==> src/rdr_pkg.sv <==
// Shared types and constants for the rational divide/reduce block.
package rdr_pkg;

    localparam int MAG_BITS = 64;

    typedef enum logic [1:0] {
        STATUS_OK       = 2'd0,
        STATUS_ZERO_DEN = 2'd1,
        STATUS_DIV_ZERO = 2'd2
    } status_t;

    // Request and response items carried on the channels.
    typedef struct packed {
        logic               kind;
        logic signed [31:0] lhs_numerator;
        logic signed [31:0] lhs_denominator;
        logic signed [31:0] rhs_numerator;
        logic signed [31:0] rhs_denominator;
    } frac_req_t;

    typedef struct packed {
        logic signed [63:0] result_numerator;
        logic [62:0]        result_denominator;
        status_t            status;
    } frac_rsp_t;

    typedef enum logic [3:0] {
        ST_IDLE,
        ST_MUL,
        ST_MOD_START,
        ST_MOD_RUN,
        ST_MOD_DONE,
        ST_DIVN_START,
        ST_DIVN_RUN,
        ST_DIVD_START,
        ST_DIVD_RUN,
        ST_OUT
    } state_t;

    // Controller commands to datapath.
    typedef struct packed {
        logic load;
        logic mul;
        logic div_start;
        logic div_step;
        logic [1:0] div_sel;   // 0: a mod b (euclid), 1: num / g, 2: den / g
        logic euclid_swap;
        logic store_num;
        logic store_den;
        logic out_load;
    } cmd_t;

    localparam logic [1:0] SEL_EUCLID = 2'd0;
    localparam logic [1:0] SEL_NUM    = 2'd1;
    localparam logic [1:0] SEL_DEN    = 2'd2;

    // Datapath status to controller.
    typedef struct packed {
        logic early;       // error or zero result, no reduction needed
        logic div_done;
        logic b_zero;      // euclid remainder operand is zero
    } stat_t;

endpackage

==> src/rdr_ctrl.sv <==
// Controller state machine sequencing multiply, Euclid and final divisions.
module rdr_ctrl (
    input  logic            clk,
    input  logic            rst_n,
    input  logic            in_valid,
    output logic            in_ready,
    output logic            out_valid,
    input  logic            out_ready,
    input  rdr_pkg::stat_t  stat,
    output rdr_pkg::cmd_t   cmd
);
    rdr_pkg::state_t state_reg, state_next;

    always_ff @(posedge clk or negedge rst_n)
    begin
        if (!rst_n)
        begin
            state_reg <= rdr_pkg::ST_IDLE;
        end
        else
        begin
            state_reg <= state_next;
        end
    end

    always_comb
    begin
        state_next = state_reg;
        case (state_reg)
            rdr_pkg::ST_IDLE:
                if (in_valid) state_next = rdr_pkg::ST_MUL;
            rdr_pkg::ST_MUL:
                state_next = stat.early ? rdr_pkg::ST_OUT : rdr_pkg::ST_MOD_START;
            rdr_pkg::ST_MOD_START:
                state_next = stat.b_zero ? rdr_pkg::ST_DIVN_START : rdr_pkg::ST_MOD_RUN;
            rdr_pkg::ST_MOD_RUN:
                if (stat.div_done) state_next = rdr_pkg::ST_MOD_DONE;
            rdr_pkg::ST_MOD_DONE:
                state_next = rdr_pkg::ST_MOD_START;
            rdr_pkg::ST_DIVN_START:
                state_next = rdr_pkg::ST_DIVN_RUN;
            rdr_pkg::ST_DIVN_RUN:
                if (stat.div_done) state_next = rdr_pkg::ST_DIVD_START;
            rdr_pkg::ST_DIVD_START:
                state_next = rdr_pkg::ST_DIVD_RUN;
            rdr_pkg::ST_DIVD_RUN:
                if (stat.div_done) state_next = rdr_pkg::ST_OUT;
            rdr_pkg::ST_OUT:
                if (out_ready) state_next = rdr_pkg::ST_IDLE;
            default:
                state_next = rdr_pkg::ST_IDLE;
        endcase
    end

    always_comb
    begin
        cmd = '0;
        in_ready = 1'b0;
        out_valid = 1'b0;
        case (state_reg)
            rdr_pkg::ST_IDLE:
            begin
                in_ready = 1'b1;
                cmd.load = in_valid;
            end
            rdr_pkg::ST_MUL:
                cmd.mul = 1'b1;
            rdr_pkg::ST_MOD_START:
            begin
                cmd.div_sel = rdr_pkg::SEL_EUCLID;
                cmd.div_start = !stat.b_zero;
            end
            rdr_pkg::ST_MOD_RUN:
            begin
                cmd.div_sel = rdr_pkg::SEL_EUCLID;
                cmd.div_step = 1'b1;
            end
            rdr_pkg::ST_MOD_DONE:
                cmd.euclid_swap = 1'b1;
            rdr_pkg::ST_DIVN_START:
            begin
                cmd.div_sel = rdr_pkg::SEL_NUM;
                cmd.div_start = 1'b1;
            end
            rdr_pkg::ST_DIVN_RUN:
            begin
                cmd.div_sel = rdr_pkg::SEL_NUM;
                cmd.div_step = 1'b1;
                cmd.store_num = stat.div_done;
            end
            rdr_pkg::ST_DIVD_START:
            begin
                cmd.div_sel = rdr_pkg::SEL_DEN;
                cmd.div_start = 1'b1;
            end
            rdr_pkg::ST_DIVD_RUN:
            begin
                cmd.div_sel = rdr_pkg::SEL_DEN;
                cmd.div_step = 1'b1;
                cmd.store_den = stat.div_done;
                cmd.out_load = stat.div_done;
            end
            rdr_pkg::ST_OUT:
                out_valid = 1'b1;
            default:
                cmd = '0;
        endcase
    end

    assert property (@(posedge clk) disable iff (!rst_n)
        (in_ready && in_valid) |=> state_reg == rdr_pkg::ST_MUL)
        else $error("accepted item did not start");
    assert property (@(posedge clk) disable iff (!rst_n)
        !(in_ready && out_valid))
        else $error("input taken while result pending");
    assert property (@(posedge clk) disable iff (!rst_n)
        (out_valid && !out_ready) |=> out_valid)
        else $error("result dropped under stall");
endmodule

==> config.mk <==
export PLATFORM = sky130hd
export DESIGN_NAME = rdr_ctrl
export DESIGN_NICKNAME = d
export VERILOG_FILES = /design/src/rdr_pkg.sv /design/src/rdr_ctrl.sv
export SDC_FILE = /design/constraint.sdc
export NUM_CORES = 1
export LEC_CHECK = 0
export BUFFER_PORTS_ARGS = -buffer_cell sky130_fd_sc_hd__buf_2
export CAP_MARGIN = 10
export CORE_AREA = 2 2 45 47
export CTS_CLUSTER_SIZE = 16
export DETAILED_ROUTE_END_ITERATION = 6
export DIE_AREA = 0 0 47 49
export GPL_TIMING_DRIVEN = 0
export SLEW_MARGIN = 20
export SYNTH_ARGS = -nofsm -noshare
export SYNTH_HDL_FRONTEND = slang
export SYNTH_SLANG_ARGS = --single-unit
==> constraint.sdc <==
create_clock -name clk -period 3.7 [get_ports clk]
set_clock_uncertainty 0.15 [all_clocks]
set_input_delay 0.555 -clock clk [delete_from_list [all_inputs] [get_ports clk]]
set_output_delay 0.555 -clock clk [all_outputs]
set_load 0.03 [all_outputs]
==> run summary, run 1 <==
The post-route standard cell area excluding fillers is 591.8 um2. The clock sink count is 4. The run finished with clean final reports. The post-synthesis mux area share is 6.897%. The launch point of the worst path is state_reg[0]. The area growth from synthesis to layout is 35.92%. The worst IR drop on VDD is 0.2355 mV. The number of cells upsized or downsized after cts is 0. The critical path class is reg2out. In this run the deepest clock path goes through 2 buffers. The all-layer global routing usage is 8.857%. The Yosys step of the flow raised 0 warnings.

The average vias per placed instance is 4.667. After detailed routing, the total wire length is 1061 um. The headroom to the max-slew limit came out at 72.77%. The initial standard-cell utilization of the core came out at 23.64%.

The final worst slack is 1.384 ns. The overflow left after global routing is 0. The total number of H-tree levels came out at 1. Of the total synthesized cell area, the portion taken by full adders, half adders and majority gates is 0%. The maximum net fanout on the critical path came out at 4.

The number of flip-flops in the largest register is 4. The number of antenna violations at the first check in global routing came out at 0. The pre-CTS setup slack came out at 1.613 ns.

The final critical delay including setup and external delays is 2.316 ns. The number of different library cells used by synthesis comes to 28. The startpoint identified for the worst register-to-register timing path is state_reg[0]. The number of standard-cell rows in the floorplan is 16. The number of antenna-violating nets in the routed design came out at 0.

The total negative setup slack is 0 ns. The wire-length estimate of the detail-placed layout is 849.6 um. The tightest min-delay check is of the reg2reg type. The global-route wire length before repair is 1531 um. The static leakage is 0.3028 nW. The complex-gate fraction of the synthesized area came out at 32.18%. After Yosys synthesis, and, or, nand and nor cells account for 27.59% of the synthesized area. The worst setup slack for register-to-register paths is 1.94 ns. The predominant post-synthesis flop cell is dfrtp_1. After synthesis, flip-flops and latches occupy 22.99% of the total area.

STA classifies the critical path endpoint as an output port. The data required time at the worst endpoint is 2.99 ns. The number of max-capacitance violations reported is 0. Buffers placed on the I/O ports in this run total 18. The number of nets produced by synthesis came out at 60.

The share of layout cells above drive strength 1 came out at 44.00%. The reg-to-reg critical path endpoint is state_reg[0]. After floorplanning, the core was sized to cover 0.001842 mm2. Entering global routing, the biggest net connects 11 pins. After detailed routing, the number of remaining DRC violations is 0. The clock transition at the registers of the reported paths is 0.04 ns. The final critical-path share of the clock period is 62.60%. Routability-driven placement finished with a final weighted congestion of 0.7137. The share of the synthesized netlist area taken by xor and xnor gates is 0%.

The slew at the pin closest to its max-slew limit is 0.4085 ns. The number of instances in the placed design came out at 98. Pin placement for this block handled 19 I/O pins.

After the flow finishes, the layout carries non-filler instances totaling 102. The placement-stage cell area is 559.3 um2. The total power after layout came out at 525.0 uW.

Counting every instance in the synthesized netlist gives 53. The synthesized area divided by synthesized cell count is 8.215 um2. The critical path ends at cmd[1]. The number of synthesized flops with an enable pin came out at 0. The tree is rooted in a clkbuf_4. The worst setup path is launched from a register. The number of endpoints with negative hold slack in the final report is 0.

The clock latency on the worst-skew pair is 0.23 ns. In this run the horizontal extent of the chip is 47 um. The total die area came out at 0.002303 mm2. The number of global-route vias before repair came out at 392. The share of synthesized registers carrying an async set or reset came out at 100.0%. Setup repair after global routing left no endpoint under its margin.

For this run, the post-layout net count is 84. The detailed router finished its first iteration with 10 violations. The die is 49 um tall. For this run, the top clock speed supported by timing is 0.4317 GHz.

Hold timing on the final database bottoms out at a slack of 0.4939 ns. The combinational family with the most area after synthesis is compound AO/OA/AOI/OAI gates. In this run, synthesis produced a sequential element count of 4. The number of pins with negative max-slew slack in the final report came to 0. The repair_antennas step left the layout with diodes totalling 0. The cell count of the worst reg-to-reg path is 4. The arrival time at the worst endpoint came out at 1.61 ns. Dividing the detail-routed wire length by the instance count gives 10.40 um. The total via count in the routed design came out at 476. The cell area power density came out at 887.1 mW/mm2. Before antenna repair, the detailed router went through 4 iterations. The count of cells along the worst hold path is 2.

The total standard cell area after synthesis came out at 435.4 um2. TritonCTS built the clock tree. The final count of negative-setup-slack endpoints came out at 0. The CTS buffer count came out at 3. At the end of the flow the core is filled with cells to 32.13%.
-- cell usage after synthesis (2+ instances only) --
library cell	number	share of area, %
nand3b_1	2	3.4
nor2_1	3	2.6
mux2_4	2	6.9
buf_2	3	3.4
nor3_1	4	4.6
inv_1	3	2.6
dfrtp_1	4	23
inv_2	2	1.7
nand2_1	5	4.3
o21ai_0	4	4.6
a21oi_1	4	4.6
-- critical path: stages, from the launching register on --
cell and delay (ns):
dfrtp_1 0.39, or4b_4 0.57, nor2_1 0.13, buf_4 0.11, buf_2 0.18
-- layout make-up --
type / count / area, um2
flip-flops and latches: 4 / 100.1
inverters: 5 / 18.77
repair buffers: 19 / 100.1
multi-input cells: 39 / 290.3
fillers: 218 / 1250
clock buffers: 3 / 22.52
well taps: 27 / 33.78
plain buffers: 5 / 26.28
-- routing by layer --
| layer | up-vias | wire (um) | share of wire (%) | track usage, % |
|---|---|---|---|---|
| met5 | - | 0 | 0 | 0 |
| met4 | 0 | 0 | 0 | 3.241 |
| met1 | 222 | 494 | 47 | 12.47 |
| met2 | 13 | 529 | 50 | 13.47 |
| met3 | 0 | 37 | 3.5 | 1.111 |
| li1 | 241 | - | - | - |
-- logic make-up after synthesis --
logic type      count (synthesis)
compound gates                 16
flops                           4
mux                             2
buf+inv                        10
simple gates                   21
-- timing repair --
action,4_1_cts,5_1_grt
setup buffers,0,0
hold buffers,1,0
endpoints found under the hold margin,4,0
-- worst min path at each step --
stage | endpoint | start | slack [ns]
final | state_reg[2] | state_reg[3] | 0.49
after global routing | state_reg[2] | rst_n | 0.51
after CTS | state_reg[2] | state_reg[3] | 0.50
after detailed placement | state_reg[0] | rst_n | 0.21
after global placement | state_reg[3] | rst_n | 0.21
after floorplan | state_reg[0] | rst_n | 0.11
-- where the power goes --
part,internal [mW],total [mW],switching (mW)
sequential,0.0630,0.0776,0.0146
clock,0.0361,0.0512,0.0151
combinational,0.147,0.396,0.250
total,0.246,0.525,0.279
-- cells in the final DEF (no fill, tap or decap), types with 2 or more instances in the layout --
cell type and instances:
nand2_1 5, nand3b_1 2, mux2_4 2, nor2_1 3, a21oi_1 4, inv_1 3, o21ai_0 4, nor3_1 4
inv_2 2, buf_2 21, clkbuf_4 3, dfrtp_1 4
Power figures use the tool's default switching activity.
==> run 2, diff against run 1 <==
==> constraint.sdc (replaced) <==
create_clock -name clk -period 2 [get_ports clk]
set_clock_uncertainty 0.15 [all_clocks]
set_input_delay 0.3 -clock clk [delete_from_list [all_inputs] [get_ports clk]]
set_output_delay 0.3 -clock clk [all_outputs]
set_load 0.03 [all_outputs]
==> run 2 against run 1 <==
The flow now finishes with violations (negative setup slack); global-route usage increased by 1.0 points; core utilization increased by 3.2 points; first-iteration DRC count decreased by 10%; final cell count unchanged; flip-flop and latch count unchanged; sequential power increased by 91%; largest power group unchanged.
==> run summary, run 2 (synthesis results as in run 1) <==
The final layout contains 84 nets. The number of max-capacitance violations reported came out at 0. The final critical-path share of the clock period came out at 100.2%. The antenna diode count came out at 0. The region available for standard cell placement spans 0.001842 mm2. The clock transition at the registers of the reported paths is 0.04 ns. The number of flip-flops in the largest register came out at 4. The initial utilization of the core area, before any placement, comes to 23.64%. The data required time at the worst endpoint came out at 1.55 ns. Once detail routing completed, the nets flagged for antenna violations numbered 0. The overflow left after global routing came out at 0. The buffer depth of the longest clock path is 2. The number of top-level pins is 19. The maximum net fanout on the critical path came out at 4. The slew at the pin closest to its max-slew limit came out at 0.3164 ns. The startpoint kind of the worst setup timing path is a register.

The die outline height is 49 um. The average vias per placed instance came out at 4.480. The critical path goes through or4b_4 -> nor2_4 -> buf_4 -> buf_6. The headroom to the max-slew limit is 78.83%.

The last weighted congestion value of the routability-driven placer came out at 0.7304. For this run, the top clock speed supported by timing is 0.4989 GHz. The all-layer global routing usage is 9.871%. The initialized floorplan defines 16 standard-cell rows. The checks that failed: negative setup slack.

The worst setup path is captured at an output port. The final wirelength is 1082 um. Setup repair after global routing could not meet its margin everywhere.

The worst hold margin came out at 0.2553 ns. For this run, the share of the core covered by cells in the final layout is 35.33%. The number of antenna violations at the first check in global routing came to 0. The total die area is 0.002303 mm2. The area growth from synthesis to layout is 49.43%. The cell area power density is 1650 mW/mm2.

The clock net in this run drives a total of 4 sinks. The placement-stage cell area is 576.8 um2. The pin count of the biggest net entering global routing came out at 11. The estimated wirelength of the detail-placed design is 843.8 um.

The final critical delay including setup and external delays is 2.004 ns. The final count of negative-setup-slack endpoints is 1. In this run, the number of DRC markers left after iteration 0 of detailed routing was 9. STA puts the critical path data arrival time at 1.55 ns.

Dividing the detail-routed wire length by the instance count gives 10.61 um. Post-CTS timing repair inserted 0 buffers for setup. The run finished, with violations left. In this design, the stage delay of the slowest critical-path cell is 0.60 ns.

The clock tree from TritonCTS is built. The horizontal die dimension came out at 47 um. The worst min-delay path category is in2async. The total number of H-tree levels is 1. The number of global-route vias before repair came out at 385.

The most common cell after layout, fill and taps aside is buf_2. The global-route wire length before repair came out at 1662 um. The remaining design rule violation count came out at 0.

The number of endpoints with negative hold slack in the final report came to 0. For this design the static power due to leakage is 0.3149 nW. On the critical path, the stage with the largest delay is an instance of or4b_4. Cells with a size suffix above 1 make up 49.33% of the layout. In the layout the commonest cells are buf_2 (15), nand2_1 (5). The clock latency on the worst-skew pair came out at 0.23 ns.

The number of instances in the placed design came out at 98. The number of pins with negative max-slew slack in the final report is 0. By startpoint and endpoint, the worst setup path is classified as reg2out. With fillers left out, the area of the finished cells amounts to 650.6 um2. The CTS buffer count is 3. Across the VDD grid, the largest voltage drop is 0.4525 mV. The final worst slack came out at -0.004284 ns. Before antenna repair, the detailed router went through 4 iterations. After the flow finishes, the layout carries non-filler instances totaling 102. The total via count in the routed design is 457.

The number of port buffers came out at 18. In this run the clock root is driven by a clkbuf_4.
## run 2: cell count changes in the layout (fill, tap and decap cells not counted), sizes merged
cell / previous run / this run
clkbuf: 3 / 4
buf: 23 / 22
## run 2: repair_timing
item | CTS | global route
gates resized for setup | 6 | 10
cloned | 0 | 0
endpoints found under the hold margin | 4 | 0
endpoints found under the setup margin | 4 | 9
pin swaps | 1 | 1
hold buffers | 1 | 0
## run 2: per-layer routing
metal / vias to the layer above / GRT usage, % / wire [um]
met5: - / 0 / 0
met4: 0 / 4.167 / 0
met3: 0 / 2.222 / 57
met2: 19 / 13.70 / 527
met1: 199 / 14.35 / 497
li1: 239 / - / -
## run 2: where the power goes
group          switching (mW)  leakage [nW]  internal, mW
Combinational           0.495         0.250         0.336
Clock                  0.0284        0.0138        0.0668
Sequential             0.0311        0.0506         0.117
## run 2: path summary, 6_finish.rpt
| path | from | endpoint | slack, ns | depth (start not counted) |
|---|---|---|---|---|
| worst max-delay path | state_reg[1] | cmd[1] | -0.004 | 4 |
| worst min-delay path | rst_n | state_reg[3] | 0.26 | 2 |
| worst max register to register | state_reg[1] | state_reg[0] | 0.17 | 4 |
| worst min register to register | state_reg[3] | state_reg[1] | 0.50 | 2 |
| max in group asynchronous | rst_n | state_reg[2] | 1.33 | 2 |
| min in group clk | stat[2] | state_reg[3] | 0.29 | 3 |
## run 2: critical path, delay by kind of cell (launching register included)
| kind | cells | cell delay [ns] |
|---|---|---|
| buffers and inverters | 2 | 0.23 |
| DFF | 1 | 0.40 |
| and+or+nand+nor | 2 | 0.70 |
## run 2: through the flow
step | worst slack [ns] | total power [mW] | setup TNS (ns)
final | -0.004284 | 1.074 | -0.004284
after global routing | -0.05729 | 1.154 | -0.1172
after CTS | -0.01764 | 1.036 | -0.01764
after detailed placement | 0.1798 | 0.9117 | 0
after floorplan | 0.003704 | 0.7560 | 0
after global placement | 0.1778 | 0.9051 | 0
## run 2: cell type report
class | count | area (um2)
fillers | 213 | 1191
flip-flops and latches | 4 | 100.1
repair buffers | 19 | 120.1
plain buffers | 5 | 33.78
multi-input cells | 39 | 316.6
inverters | 5 | 23.77
well taps | 27 | 33.78
clock buffers | 3 | 22.52
==> run 3, diff against run 2 <==
--- a/config.mk
+++ b/config.mk
@@ -5,6 +5,7 @@
 export SDC_FILE = /design/constraint.sdc
 export NUM_CORES = 1
 export LEC_CHECK = 0
+export ABC_AREA = 1
 export BUFFER_PORTS_ARGS = -buffer_cell sky130_fd_sc_hd__buf_2
 export CAP_MARGIN = 10
 export CORE_AREA = 2 2 45 47
==> run 3 against run 2 <==
Via count is 12% higher; register-to-register slack better by 0.39 ns; first-iteration DRC count is 44% higher; critical endpoint is now cmd[9]; the flow now finishes without violations; global-route usage is 1.6 points higher; hold slack worse by 0.020 ns.
==> run summary, run 3 <==
Port buffering added 18 buffers. The arrival time at the worst endpoint is 1.44 ns. The sequential share of the synthesized area is 23.05%. Compared with the post-synthesis result, the final layout area differs by 38.33%. The post-route netlist has 39.13% of its cells at a drive strength greater than 1. The number of antenna-violating nets in the routed design came out at 0. The area of the core region came out at 0.001842 mm2.

The min-delay analysis places its worst path in the category in2async. The worst hold margin came out at 0.2354 ns. The critical path class is reg2out. The congestion estimate from routability-driven global placement came to 0.8165. The clock transition at the registers of the reported paths is 0.04 ns. The relative contribution of combinational cells to total power is 71.3%. The number of nets produced by synthesis is 77. The horizontal die dimension is 47 um. The overflow left after global routing came out at 0. The clock latency on the worst-skew pair came out at 0.24 ns. The number of antenna violations at the first check in global routing is 0. The number of unique standard cell types used by synthesis came out at 17.

The most common cell after layout, fill and taps aside is buf_2. The slew at the pin closest to its max-slew limit came out at 0.2791 ns. The placement-stage cell area is 558.0 um2. In this run the static leakage power is 0.3608 nW. Measured against its own limit, the worst slew margin works out to 81.37%.

dfrtp_1 takes more of the synthesized area than any other cell. The switching power as a share of total power is 59.55%. The flow ran to the end, and the final reports show no timing, DRC or antenna violations.

The number of synthesized flops with an enable pin is 0. In this run the deepest clock path goes through 2 buffers. Across the whole layout, storage elements account for 102.6 um2. Across the run, the number of max-cap violations was 0.

The final worst slack came out at 0.1052 ns. In this run, synthesis produced a sequential element count of 4. The floorplan step defined a die boundary enclosing 0.002303 mm2.

The total of warnings raised by yosys is 0. The total via count in the routed design came out at 514. The multi-input combinational cell area came out at 277.8 um2.

The data required time at the worst endpoint is 1.55 ns. After detailed routing, the number of remaining DRC violations is 0. The routed wire length per instance came out at 9.664 um. The register with the most flip-flops in the layout has 4 of them.

The estimated wirelength of the detail-placed design came out at 949.6 um. The final wirelength is 1150 um. The number of endpoints with negative hold slack in the final report came to 0. Prior to clock tree synthesis, the placed netlist has a worst setup slack of 0.2501 ns. TritonCTS built the clock tree. The relative contribution of sequential cells to total power came out at 18.3%.

The final layout net count came out at 101. The CTS buffer count came out at 3. The total negative setup slack is 0 ns. The final critical delay including setup and external delays is 1.895 ns. The final count of negative-setup-slack endpoints is 0. Global routing consumed, over all layers together, 11.44% of the routing resources. In this run the number of H-tree levels came out at 1. For this run, the detailed router's first-pass iteration total came to 4.

The share of synthesized registers carrying an async set or reset is 100.0%. The cell chosen for the clock root is clkbuf_4. The worst IR drop on VDD came out at 0.4029 mV. The cell area power density came out at 1670 mW/mm2. The count of routing violations after the opening detailed-route iteration came out at 13. Counting every instance in the synthesized netlist gives 70. By count the netlist is led by inv_1 (13), nand2_1 (12), nand3_1 (9). The number of pins with negative max-slew slack in the final report is 0. The number of top-level pins is 19. The most common cell in the netlist is inv_1. The die outline height came out at 49 um. The initial standard-cell utilization of the core is 23.57%. The layout filler cell count is 223. The number of global-route vias before repair is 431. For this design the total switching power over the nets is 597.2 uW. The global-route wire length before repair is 1814 um. The worst setup path is captured at an output port. Setup repair after global routing left no endpoint under its margin.

STA classifies the critical path startpoint as a register. For this design, the sink count on the clock tree is 4. Timing would allow up to 0.5278 GHz. The internal power of the cells totals 405.7 uW. Among all flip-flop cells after synthesis, the most frequent one is dfrtp_1. The antenna diode count came out at 0. Of the post-synthesis cell area, the dominant cell type holds 23.05%. The final critical-path share of the clock period is 94.74%.

After synthesis, the cell types taking the most area are dfrtp_1 (23%), inv_1 (11%), nand3_1 (10%). The clock network fraction of design power came out at 10.4%. The average vias per placed instance came out at 4.319.

Entering global routing, the biggest net connects 8 pins. The maximum net fanout on the critical path is 7. The synthesized area divided by synthesized cell count is 6.202 um2. The floorplan has 16 rows. The total standard cell area after synthesis came out at 434.2 um2.

In the layout the commonest cells are buf_2 (18), inv_1 (13), nand2_1 (12). The post-route standard cell area excluding fillers is 600.6 um2.
-- run 3: cell types whose count changed in the layout (fill, tap and decap cells not counted), moves of 4 or more --
cell / before / now
inv_1: 3 / 13
nand3_1: 1 / 9
nand2_1: 5 / 12
nor2_2: 0 / 4
-- run 3: cells by family after synthesis --
kind of cell | count (synthesis) | synth area share (%)
and+or+nand+nor | 41 | 51.29
buffers and inverters | 16 | 14.70
DFF | 4 | 23.06
AOI/OAI and AO/OA | 9 | 10.95
-- run 3: power groups by stage --
stage | sequential, mW | clock, mW | combinational [mW]
after floorplan | 0.162 | 0 | 0.545
after global placement | 0.172 | 0 | 0.696
after detailed placement | 0.173 | 0 | 0.708
after CTS | 0.175 | 0.105 | 0.713
after global routing | 0.190 | 0.107 | 0.794
final | 0.184 | 0.104 | 0.715
-- run 3: final timing paths --
path                            slack [ns]  cells past startpoint          from           end
min in group clk                      0.24                      4       stat[1]  state_reg[3]
max in group asynchronous             1.32                      2         rst_n  state_reg[1]
worst max register to register        0.56                      6  state_reg[3]  state_reg[0]
worst min register to register        0.45                      2  state_reg[0]  state_reg[0]
worst min-delay path                  0.24                      2         rst_n  state_reg[2]
worst max-delay path                  0.11                      4  state_reg[3]        cmd[9]
-- run 3: cell type report --
class,count,share of cell area (%)
Tap cell,27,5.625
Timing Repair Buffer,19,16.67
Inverter,15,9.375
Multi-Input combinational cell,50,46.25
Buffer,1,1.250
Clock buffer,3,3.750
Sequential cell,4,17.08
-- run 3: per-stage QoR --
stage / power [mW] / util, % / cells
after floorplan: 0.7068 / - / 70
after global placement: 0.8675 / 30.30 / 115
after detailed placement: 0.8807 / 30.30 / 115
after CTS: 0.9927 / 32.20 / 119
after global routing: 1.091 / 32.61 / 119
final: 1.003 / 32.61 / 119
-- run 3: worst max-delay path: stages (launching register included) --
cell	delay, ns
dfrtp_1	0.41
nor2_2	0.28
inv_1	0.11
nor3_1	0.18
buf_2	0.22
-- run 3: metal layers --
| metal | vias up | GRT usage (%) | share of wire, % |
|---|---|---|---|
| met5 | - | 0 | 0 |
| li1 | 265 | - | - |
| met3 | 5 | 2.222 | 5.2 |
| met2 | 19 | 17.81 | 48 |
| met4 | 0 | 8.333 | 2.8 |
| met1 | 225 | 13.18 | 44 |
-- run 3: what timing repair did --
item	in CTS	in global routing
hold endpoints to repair	4	0
endpoints found under the setup margin	1	1
buffers inserted	0	0
resized for setup	1	3
hold buffers	1	0
